<file path="config.mk">
export PLATFORM = sky130hd
export DESIGN_NAME = base64_stream_decoder
export DESIGN_NICKNAME = d
export VERILOG_FILES = /design/src/design/b64sd_pkg.sv /design/src/design/b64sd_core.sv /design/src/design/base64_stream_decoder.sv
export SDC_FILE = /design/constraint.sdc
export NUM_CORES = 1
export LEC_CHECK = 0
export ABC_CLOCK_PERIOD_IN_PS = 4800
export BUFFER_PORTS_ARGS = -buffer_cell sky130_fd_sc_hd__buf_2
export CAP_MARGIN = 5
export CORE_MARGIN = 2
export CORE_UTILIZATION = 43
export DETAILED_ROUTE_END_ITERATION = 8
export PLACE_DENSITY = 0.64
export RECOVER_POWER = 25
export SLEW_MARGIN = 20
export SYNTH_ARGS = -nofsm -noshare
export SYNTH_HDL_FRONTEND = slang
export SYNTH_SLANG_ARGS = --single-unit
export TNS_END_PERCENT = 10
</file>
<file path="constraint.sdc">
create_clock -name clk_i -period 4.8 [get_ports clk_i]
set_input_delay 0.24 -clock clk_i [delete_from_list [all_inputs] [get_ports clk_i]]
set_output_delay 0.24 -clock clk_i [all_outputs]
set_load 0.02 [all_outputs]
</file>
<file path="src/design/b64sd_pkg.sv">
// Types, constants and decode functions for the base64 stream decoder.
package b64sd_pkg;

  // Configuration register indexes
  localparam logic [1:0] CfgIdxLimit = 2'd0;
  localparam logic [1:0] CfgIdxPaste = 2'd1;

  localparam logic [15:0] LimitReset = 16'd2047;

  // Character codes
  localparam logic [7:0] ChPad   = 8'h3d;  // '='
  localparam logic [7:0] ChPlus  = 8'h2b;  // '+'
  localparam logic [7:0] ChSlash = 8'h2f;  // '/'
  localparam logic [7:0] ChUpA   = 8'h41;
  localparam logic [7:0] ChUpZ   = 8'h5a;
  localparam logic [7:0] ChLoA   = 8'h61;
  localparam logic [7:0] ChLoZ   = 8'h7a;
  localparam logic [7:0] ChDig0  = 8'h30;
  localparam logic [7:0] ChDig9  = 8'h39;
  localparam logic [7:0] ChTab   = 8'h09;
  localparam logic [7:0] ChLf    = 8'h0a;
  localparam logic [7:0] ChCr    = 8'h0d;
  localparam logic [7:0] ChSpace = 8'h20;
  localparam logic [7:0] ChDel   = 8'h7f;

  // Offsets that map each alphabet range onto its sextet value
  localparam logic [7:0] OffsUpper = 8'd65;  // 'A' -> 0
  localparam logic [7:0] OffsLower = 8'd71;  // 'a' -> 26
  localparam logic [7:0] OffsDigit = 8'd4;   // '0' -> 52 (added)
  localparam logic [5:0] SextPlus  = 6'd62;
  localparam logic [5:0] SextSlash = 6'd63;

  // Decoder state carried from character to character
  typedef struct packed {
    logic [1:0]  phase;
    logic [5:0]  held;
    logic        pad_seen;
    logic [15:0] count;
  } state_t;

  // One result item
  typedef struct packed {
    logic [7:0]  byte_out;
    logic        byte_valid;
    logic        message_end;
    logic [15:0] bytes_so_far;
  } result_t;

  // Sextet lookup: bit 6 set when the character is in the alphabet
  function automatic logic [6:0] sextet_of(input logic [7:0] ch);
    logic [7:0] t;
    logic [6:0] r;
    t = 8'd0;
    r = 7'd0;
    if (ch >= ChUpA && ch <= ChUpZ) begin
      t = ch - OffsUpper;
      r = {1'b1, t[5:0]};
    end else if (ch >= ChLoA && ch <= ChLoZ) begin
      t = ch - OffsLower;
      r = {1'b1, t[5:0]};
    end else if (ch >= ChDig0 && ch <= ChDig9) begin
      t = ch + OffsDigit;
      r = {1'b1, t[5:0]};
    end else if (ch == ChPlus) begin
      r = {1'b1, SextPlus};
    end else if (ch == ChSlash) begin
      r = {1'b1, SextSlash};
    end
    return r;
  endfunction

  // Clipboard-safe byte: tab to space, LF to CR, other controls, DEL and high bytes to space
  function automatic logic [7:0] sanitize(input logic [7:0] b);
    logic [7:0] r;
    r = b;
    if (b == ChTab) r = ChSpace;
    else if (b == ChLf) r = ChCr;
    else if (b < ChSpace || b >= ChDel) r = ChSpace;
    return r;
  endfunction

endpackage

</file>
<file path="src/design/b64sd_core.sv">
// Per-character decode step: sextet lookup, byte assembly, limit and sanitizing.
module b64sd_core import b64sd_pkg::*; (
  input  state_t      st_i,
  input  logic [7:0]  in_char_i,
  input  logic        last_i,
  input  logic [15:0] limit_i,
  input  logic        paste_i,
  output state_t      st_o,
  output result_t     res_o,
  output logic        emit_o
);

  logic [6:0]  sext;
  logic [5:0]  v;
  logic        take;
  logic        have;
  logic [7:0]  raw;
  logic        give;
  logic [15:0] count_n;

  assign sext = sextet_of(in_char_i);
  assign v    = sext[5:0];
  // An alphabet character before any pad advances the quad
  assign take = !st_i.pad_seen && (in_char_i != ChPad) && sext[6];

  // Byte assembly from the held sextet and the new one
  always_comb begin
    have = 1'b0;
    raw  = 8'd0;
    unique case (st_i.phase)
      2'd0: begin
        have = 1'b0;
      end
      2'd1: begin
        have = take;
        raw  = {st_i.held, v[5:4]};
      end
      2'd2: begin
        have = take;
        raw  = {st_i.held[3:0], v[5:2]};
      end
      2'd3: begin
        have = take;
        raw  = {st_i.held[1:0], v};
      end
      default: begin
        have = 1'b0;
      end
    endcase
  end

  // Output limit and count
  assign give    = have && (st_i.count < limit_i);
  assign count_n = give ? st_i.count + 16'd1 : st_i.count;

  // Result item
  always_comb begin
    res_o.byte_out     = give ? (paste_i ? sanitize(raw) : raw) : 8'd0;
    res_o.byte_valid   = give;
    res_o.message_end  = last_i;
    res_o.bytes_so_far = count_n;
  end
  assign emit_o = give || last_i;

  // Next state; end of message clears everything
  always_comb begin
    st_o = st_i;
    if (last_i) begin
      st_o = '0;
    end else begin
      st_o.count = count_n;
      if (!st_i.pad_seen && in_char_i == ChPad) st_o.pad_seen = 1'b1;
      if (take) begin
        st_o.held  = v;
        st_o.phase = st_i.phase + 2'd1;
      end
    end
  end

endmodule

</file>
<file path="src/design/base64_stream_decoder.sv">
// Base64 stream decoder top level: input register, decode step, result register.
// Takes one base64 character per cycle while the result side is not stalled and
// gives at most one result per character: a decoded byte, an end-of-message
// marker, or both. A character is held in the input register, decoded against
// the decoder state (quad phase, held sextet, pad flag, byte count) and written
// to the result register, so a result is offered once its character has moved
// from the input register through the decode step into the result register; a new
// character is taken as the last one is decoded. Characters that give no result
// leave nothing on the output. The input side stays ready while a result
// waits, as long as the result is taken in the same cycle the next one is
// produced. Configuration writes take effect on the next character.
module base64_stream_decoder import b64sd_pkg::*; (
  input  logic        clk_i,
  input  logic        rst_ni,
  // Configuration write port
  input  logic        cfg_we_i,
  input  logic [1:0]  cfg_idx_i,
  input  logic [15:0] cfg_data_i,
  // Input characters
  input  logic        s_axis_tvalid,
  output logic        s_axis_tready,
  input  logic [7:0]  s_axis_tdata,   // [7:0] in_char
  input  logic        s_axis_tlast,   // last_char
  // Results
  output logic        m_axis_tvalid,
  input  logic        m_axis_tready,
  output logic [23:0] m_axis_tdata,   // [7:0] byte_out, [23:8] bytes_so_far
  output logic        m_axis_tuser,   // byte_valid
  output logic        m_axis_tlast    // message_end
);

  logic        in_valid_q;
  logic [7:0]  in_char_q;
  logic        in_last_q;
  state_t      st_q, st_d;
  logic        out_valid_q;
  result_t     out_q, res_d;
  logic        emit;
  logic        advance;
  logic [15:0] limit_q;
  logic        paste_q;

  // The input register moves on when the result register is free or draining
  assign advance       = in_valid_q && (!out_valid_q || m_axis_tready);
  assign s_axis_tready = !in_valid_q || advance;

  b64sd_core u_core (
    .st_i      (st_q),
    .in_char_i (in_char_q),
    .last_i    (in_last_q),
    .limit_i   (limit_q),
    .paste_i   (paste_q),
    .st_o      (st_d),
    .res_o     (res_d),
    .emit_o    (emit)
  );

  // Configuration registers
  always_ff @(posedge clk_i or negedge rst_ni) begin
    if (!rst_ni) begin
      limit_q <= LimitReset;
      paste_q <= 1'b0;
    end else if (cfg_we_i) begin
      unique case (cfg_idx_i)
        CfgIdxLimit: limit_q <= cfg_data_i;
        CfgIdxPaste: paste_q <= cfg_data_i[0];
        default: ;
      endcase
    end
  end

  // Control: input valid, decoder state, result valid
  always_ff @(posedge clk_i or negedge rst_ni) begin
    if (!rst_ni) begin
      in_valid_q  <= 1'b0;
      in_last_q   <= 1'b0;
      st_q        <= '0;
      out_valid_q <= 1'b0;
    end else begin
      if (s_axis_tready) begin
        in_valid_q <= s_axis_tvalid;
        if (s_axis_tvalid) in_last_q <= s_axis_tlast;
      end
      if (advance) begin
        st_q        <= st_d;
        out_valid_q <= emit;
      end else if (m_axis_tready) begin
        out_valid_q <= 1'b0;
      end
    end
  end

  // Payload registers
  always_ff @(posedge clk_i) begin
    if (s_axis_tready && s_axis_tvalid) in_char_q <= s_axis_tdata;
    if (advance && emit) out_q <= res_d;
  end

  assign m_axis_tvalid = out_valid_q;
  assign m_axis_tdata  = {out_q.bytes_so_far, out_q.byte_out};
  assign m_axis_tuser  = out_q.byte_valid;
  assign m_axis_tlast  = out_q.message_end;

endmodule

</file>
==> results of run 1 <==
-- power by group --
group	switching [W]	internal (W)	total, W
sequential	0.000129	0.000867	0.000996
combinational	0.000401	0.000265	0.000666
clock	0.000268	0.000198	0.000466
-- cell usage after synthesis, types with 3 or more instances --
| master | number |
|---|---|
| nor3_1 | 3 |
| and3_1 | 9 |
| buf_2 | 4 |
| mux2_2 | 3 |
| clkbuf_1 | 13 |
| a32oi_1 | 3 |
| o21ai_0 | 25 |
| a21o_1 | 8 |
| inv_1 | 40 |
| o211ai_1 | 8 |
| nor4_1 | 3 |
| a31oi_1 | 8 |
| ha_1 | 28 |
| nor2b_1 | 4 |
| xnor2_1 | 19 |
| a311o_1 | 3 |
| nand3_1 | 13 |
| a22o_1 | 10 |
| o311ai_0 | 8 |
| a211o_1 | 3 |
| a21oi_1 | 11 |
| nand2b_1 | 5 |
| dfrtp_1 | 34 |
| a211oi_1 | 4 |
| a22oi_1 | 3 |
| edfxtp_1 | 34 |
| nand4_1 | 9 |
| and4_1 | 3 |
| nand4bb_1 | 3 |
| nor2_1 | 21 |
| or3_1 | 5 |
| and2_1 | 7 |
| a222oi_1 | 5 |
| dfstp_2 | 11 |
| nand2_1 | 44 |
| a31o_2 | 3 |
-- sequential cells by signal (all words and copies together) (netlist names) --
name and cells:
m_axis_tvalid 1, in_char_q 8, limit_q 16, in_last_q 1, m_axis_tlast 1, in_valid_q 1
m_axis_tuser 1, paste_q 1, m_axis_tdata 24, st_q 25
-- layout make-up --
cell class	instances	area (sq um)
Clock buffer	9	124
Clock inverter	7	62.6
Fill cell	941	5120
Inverter	40	150
Multi-Input combinational cell	310	2200
Sequential cell	79	2160
Tap cell	136	170
Timing Repair Buffer	64	329
-- critical path: cells and delay by family (launching register included) --
family | cells | cell delay [ns]
buffers and inverters | 4 | 0.91
AO/OA/AOI/OAI | 6 | 1.65
AND/OR/NAND/NOR | 1 | 0.62
adder cells (fa/ha/maj) | 1 | 0.31
flip-flops | 1 | 0.53
-- cell families (layout without fill, tap and decap cells) --
logic type               Yosys count  count (layout)  share of synthesized area [%]
flip-flops                        79              79                           47.1
AND/OR/NAND/NOR                  141             141                           16.8
AO/OA/AOI/OAI                    119             119                           19.2
adder cells (fa/ha/maj)           28              28                           7.64
buffers and inverters             58             120                           4.94
multiplexers                       3               3                          0.737
XOR/XNOR                          19              19                           3.63
-- per-stage QoR --
step           instance area [sq um]  hold slack (ns)  instances  setup slack (ns)
2_1_floorplan                   4590          -0.0556        447             0.938
3_3_place_gp                    5020            0.386        629             0.719
3_5_place_dp                    5020            0.380        629             0.522
4_1_cts                         5200          0.00246        645             0.497
5_1_grt                         5200           0.0557        645             0.154
6_report                        5200           0.0665        645             0.459
-- worst max-delay path by stage --
stage	start	to	slack [ns]	depth (start not counted)
after global routing	in_char_q[2]$_DFFE_PP_	m_axis_tdata[7]$_SDFFCE_PN0P_	0.15	12
after detailed placement	in_char_q[2]$_DFFE_PP_	m_axis_tdata[16]$_DFFE_PP_	0.52	12
after global placement	in_char_q[2]$_DFFE_PP_	m_axis_tdata[14]$_DFFE_PP_	0.72	12
after floorplan	in_char_q[2]$_DFFE_PP_	m_axis_tdata[0]$_SDFFCE_PN0P_	0.94	13
final	in_char_q[2]$_DFFE_PP_	m_axis_tuser$_DFFE_PP_	0.46	12
after CTS	in_char_q[2]$_DFFE_PP_	m_axis_tdata[0]$_SDFFCE_PN0P_	0.50	12
-- layer usage --
layer	vias to the layer above	wire [um]	track usage, %
li1	1778	-	-
met1	1698	5160	28.9
met2	125	4260	26.5
met3	20	562	2.48
met4	0	217	7.42
met5	-	0	0
==> flow_summary.yaml, run 1 <==
finish:
  final_cell_mix: "59 x buf_2, 44 x nand2_1, 40 x inv_1"
  drive_above_1_share_pct: 20.4
  post-route-util_pct: 50.4
  syn2layout_area_growth_pct: 13.4
  antenna_cells: 0
  final_common_cell: "buf_2"
  nNetsFinal: 564
route:
  drt_wl_total_um: 10200
  vias: 3621
  vias_per_cell: 5.61
  wire_per_inst_um: 15.8
  drtAntennaViolNets: 0
  drtIter0Drc: 266
  drtPass1Iterations: 5
  drc: 0
setup_path:
  rr_endpoint: "m_axis_tuser$_DFFE_PP_"
  r2r_slack_ns: 0.46
  path_cells: "inv_1, ha_1, a21o_1, a31oi_4, a21oi_2, a311o_1, or4b_1, a21o_1, inv_1, o21ai_0, inv_1, buf_4"
  worstPathArrival_ns: 4.36
  critPathLaunchType: "register"
  crit_path_max_fanout: 26
  critPathMaxStageDelay_ns: 0.62
  path_class: "reg -> reg"
  reg2reg_depth: 12
  path_common_cell: "inv_1"
  critPathRequiredTime_ns: 4.82
  reg2reg_from: "in_char_q[2]$_DFFE_PP_"
  slowest_stage: "or4b_1"
  crit_path_end_kind: "register"
clock_tree:
  clock_latency_ns: 0.35
  postCtsHoldBufs: 0
  cts_tree: "built"
  cts.repair.resized: 0
  clock_path_buffers: 2
  clk_pin_slew_ns: 0.08
  cts-root-buf: "clkbuf_8"
  clock-sinks: 79
  cts_setup_buffers: 0
  h-tree-depth: 3
  cts-buffers-inserted: 9
run:
  drv_cap: 1
global_routing:
  grt_pass1_vias: 3424
  grt_usage_pct: 18.8
  grt_overflow: 0
  antenna_found_initial: 0
  grt_pass1_wl_um: 17100
  grt_max_degree: 46
synthesis:
  synth_area_leaders: "edfxtp_1 22%, dfrtp_1 19%, ha_1 7.6%, dfstp_2 6.3%, xnor2_1 3.6%"
  yosysTopAreaCell: "edfxtp_1"
  syn-instance-count: 447
  synthesis.nets: 507
  synth-edff-count: 34
  syn_avg_cell_area_sq_um: 10.3
  synth_cell_type_count: 61
  synth_ff_type: "edfxtp_1"
  seq_area_frac_synth_pct: 47.1
  async_reset_ff_share_pct: 57.0
  synth-seq-cells: 79
  synth_area_sq_um: 4590
  yosys_warnings: 0
  synth.top_cell.area_share_pct: 22.3
worst_hold_path:
  hp-start: "s_axis_tdata[4]"
  min_to: "in_char_q[4]$_DFFE_PP_"
  worstHoldPathCells: 1
  hold_class: "in -> reg"
timing:
  skew_ns: 0.0115
  final-setup-viol-count: 0
  final_hold_viol_count: 0
  slew_viol_final: 46
  worst_pin_slew_ns: 2.60
  rsz0062_at_grt: "no"
  timing.fmax_ghz: 0.230
  setup_tns_ns: 0
  period_share_pct: 90.4
  max_slew_margin_pct: -73.3
  fin_crit_ns: 4.34
placed_design:
  hpwlAfterDp_um: 7630
  routabilityCongestion: 0.838
  io_buffers: 59
power:
  total_power_w: 0.00213
  irDropWorstVdd_mv: 0.157
  p_leak_nw: 2.15
  power_density_nw_per_um2: 409
die:
  die_h_um: 107
  rows: 37
  initial_core_util_pct: 44.4
  dieArea_sq_um: 11500
  die_w_um: 107
  ios: 60
  core_area_sq_um: 10300
outcome:
  status: "finished with violations"
  violations: "max-capacitance violations, max-slew violations"
(Power assumes the default switching activity.)
==> run 2, diff against run 1 <==
Settings changed: CORE_ASPECT_RATIO set to 2.
==> run 2 against run 1 <==
Net effect: the run still ends with max-capacitance violations, max-slew violations left; setup slack improved by 0.065 ns; critical endpoint is now m_axis_tdata[23]$_DFFE_PP_; global-route usage is 2.6 points higher; clock-buffer cell count increased by 1; non-clock buffer count is 1 higher; worst hold slack improved by 0.0066 ns; critical path depth stayed put; clock skew fell by 0.0050 ns; wire length up 17%; final area up 2.6%; utilization rose by 0.55 points.
==> flow_summary.yaml, run 2 (same netlist as run 1, synthesis figures left out) <==
route:
  drtAntennaViolNets: 0
  wire_per_inst_um: 18.4
  drt_wl_total_um: 11900
  vias_per_cell: 5.70
  vias: 3688
  drc: 0
  drtPass1Iterations: 5
  drtIter0Drc: 270
clock_tree:
  clock-sinks: 79
  cts-buffers-inserted: 9
  cts-root-buf: "clkbuf_16"
  clock_path_buffers: 2
  h-tree-depth: 3
  clock_latency_ns: 0.34
  cts_setup_buffers: 0
  cts_tree: "built"
  cts.repair.resized: 0
  postCtsHoldBufs: 0
  clk_pin_slew_ns: 0.06
global_routing:
  antenna_found_initial: 0
  grt_pass1_vias: 3855
  gr-usage-met1_pct: 18.2
  grt_overflow: 0
  grt_max_degree: 46
  grt_usage_pct: 21.4
  grt_use_met3_pct: 3.14
  grtUsageMet2_pct: 42.9
  busiest_layer: "met2"
  grt_pass1_wl_um: 18700
setup_path:
  path_class: "reg -> reg"
  reg2reg_from: "in_char_q[2]$_DFFE_PP_"
  rr_endpoint: "m_axis_tdata[23]$_DFFE_PP_"
  worstPathArrival_ns: 4.28
  r2r_slack_ns: 0.52
  reg2reg_depth: 12
  critPathRequiredTime_ns: 4.81
  crit_path_max_fanout: 26
  crit_path_end_kind: "register"
  critPathLaunchType: "register"
die:
  core_area_sq_um: 10500
  ios: 60
  die_h_um: 150
  rows: 53
  dieArea_sq_um: 11600
  die_w_um: 77.0
  initial_core_util_pct: 43.8
finish:
  final_common_cell: "buf_2"
  drive_above_1_share_pct: 20.4
  fill_cells: 989
  post-route-util_pct: 50.9
  antenna_cells: 0
  syn2layout_area_growth_pct: 16.3
  largest_reg_flops: 25
  largest-register: "st_q"
  final_cell_mix: "59 x buf_2, 44 x nand2_1, 40 x inv_1"
  final_area_sq_um: 5340
  nNetsFinal: 565
power:
  total_power_w: 0.00242
  power_density_nw_per_um2: 454
  internal-power_w: 0.00159
  pwr-share-seq_pct: 41.8
  p_leak_nw: 2.22
  p_switching_w: 0.000830
  clkPwrFrac_pct: 29.7
  power_frac_comb_pct: 28.5
  swShare_pct: 34.3
  irDropWorstVdd_mv: 0.191
placed_design:
  dpl-instance-area_sq_um: 5030
  routabilityCongestion: 0.919
  io_buffers: 59
  hpwlAfterDp_um: 9300
timing:
  skew_ns: 0.00651
  fin_crit_ns: 4.28
  rsz0062_at_grt: "no"
  holdWs_ns: 0.0731
  worst_pin_slew_ns: 2.56
  final-setup-viol-count: 0
  final_hold_viol_count: 0
  max_slew_margin_pct: -70.4
  period_share_pct: 89.1
  setup_tns_ns: 0
  timing.fmax_ghz: 0.234
  slew_viol_final: 46
worst_hold_path:
  worstHoldPathCells: 1
  hold_class: "in -> reg"
  min_to: "in_char_q[1]$_DFFE_PP_"
  hp-start: "s_axis_tdata[1]"
outcome:
  status: "finished with violations"
  violations: "max-capacitance violations, max-slew violations"
run:
  drv_cap: 1
==> run 2: changes by cell type in the layout (fill, tap and decap cells not counted), sizes merged <==
| cell | change |
|---|---|
| clkinv | +3 |
| clkbuf | +1 |
| clkinvlp | -3 |
| buf | +1 |
| bufinv | +2 |
| inv | -3 |
==> run 2: layout make-up <==
| type | instances | area (sq um) | share of cell area, % |
|---|---|---|---|
| Multi-Input combinational cell | 310 | 2200 | 41.3 |
| Sequential cell | 79 | 2160 | 40.5 |
| Timing Repair Buffer | 65 | 337 | 6.31 |
| Clock buffer | 10 | 229 | 4.29 |
| Tap cell | 137 | 171 | 3.21 |
| Inverter | 40 | 150 | 2.81 |
| Clock inverter | 6 | 83.8 | 1.57 |
==> run 2: critical path: stages (launching register included) <==
cell,delay (ns)
edfxtp_1,0.50
inv_1,0.17
ha_1,0.32
a21o_1,0.25
a31oi_4,0.31
a21oi_2,0.17
a311o_1,0.38
or4b_1,0.59
a21o_1,0.35
inv_1,0.30
o21ai_0,0.19
inv_1,0.10
buf_4,0.31
==> run 2: layer usage <==
layer,part of all wire (%),vias to the layer above
li1,-,1775
met1,32,1767
met2,58,100
met3,3.2,46
met4,6.8,0
met5,0,-
==> run 2: per-stage QoR <==
stage,setup WS [ns],cells
final,0.525,647
after detailed placement,0.558,631
after global placement,0.629,631
after global routing,0.257,647
after CTS,0.541,647
after floorplan,0.938,447
==> run 2: how the worst max path moves through the flow <==
stage	startpoint	endpoint	slack (ns)	cells after the start
finish	in_char_q[2]$_DFFE_PP_	m_axis_tdata[23]$_DFFE_PP_	0.52	12
global route	in_char_q[2]$_DFFE_PP_	m_axis_tdata[10]$_DFFE_PP_	0.26	12
CTS	in_char_q[2]$_DFFE_PP_	m_axis_tdata[23]$_DFFE_PP_	0.54	12
detailed placement	in_char_q[2]$_DFFE_PP_	m_axis_tdata[16]$_DFFE_PP_	0.56	12
global placement	in_char_q[2]$_DFFE_PP_	m_axis_tdata[14]$_DFFE_PP_	0.63	12
floorplan	in_char_q[2]$_DFFE_PP_	m_axis_tdata[0]$_SDFFCE_PN0P_	0.94	13
==> run 2: power by group through the flow <==
stage,combinational [W],sequential [W],clock [W]
after floorplan,0.000461,0.00101,0
after global placement,0.000668,0.00102,0
after detailed placement,0.000690,0.00102,0
after CTS,0.000694,0.00101,0.000729
after global routing,0.000777,0.00103,0.000754
final,0.000691,0.00101,0.000719
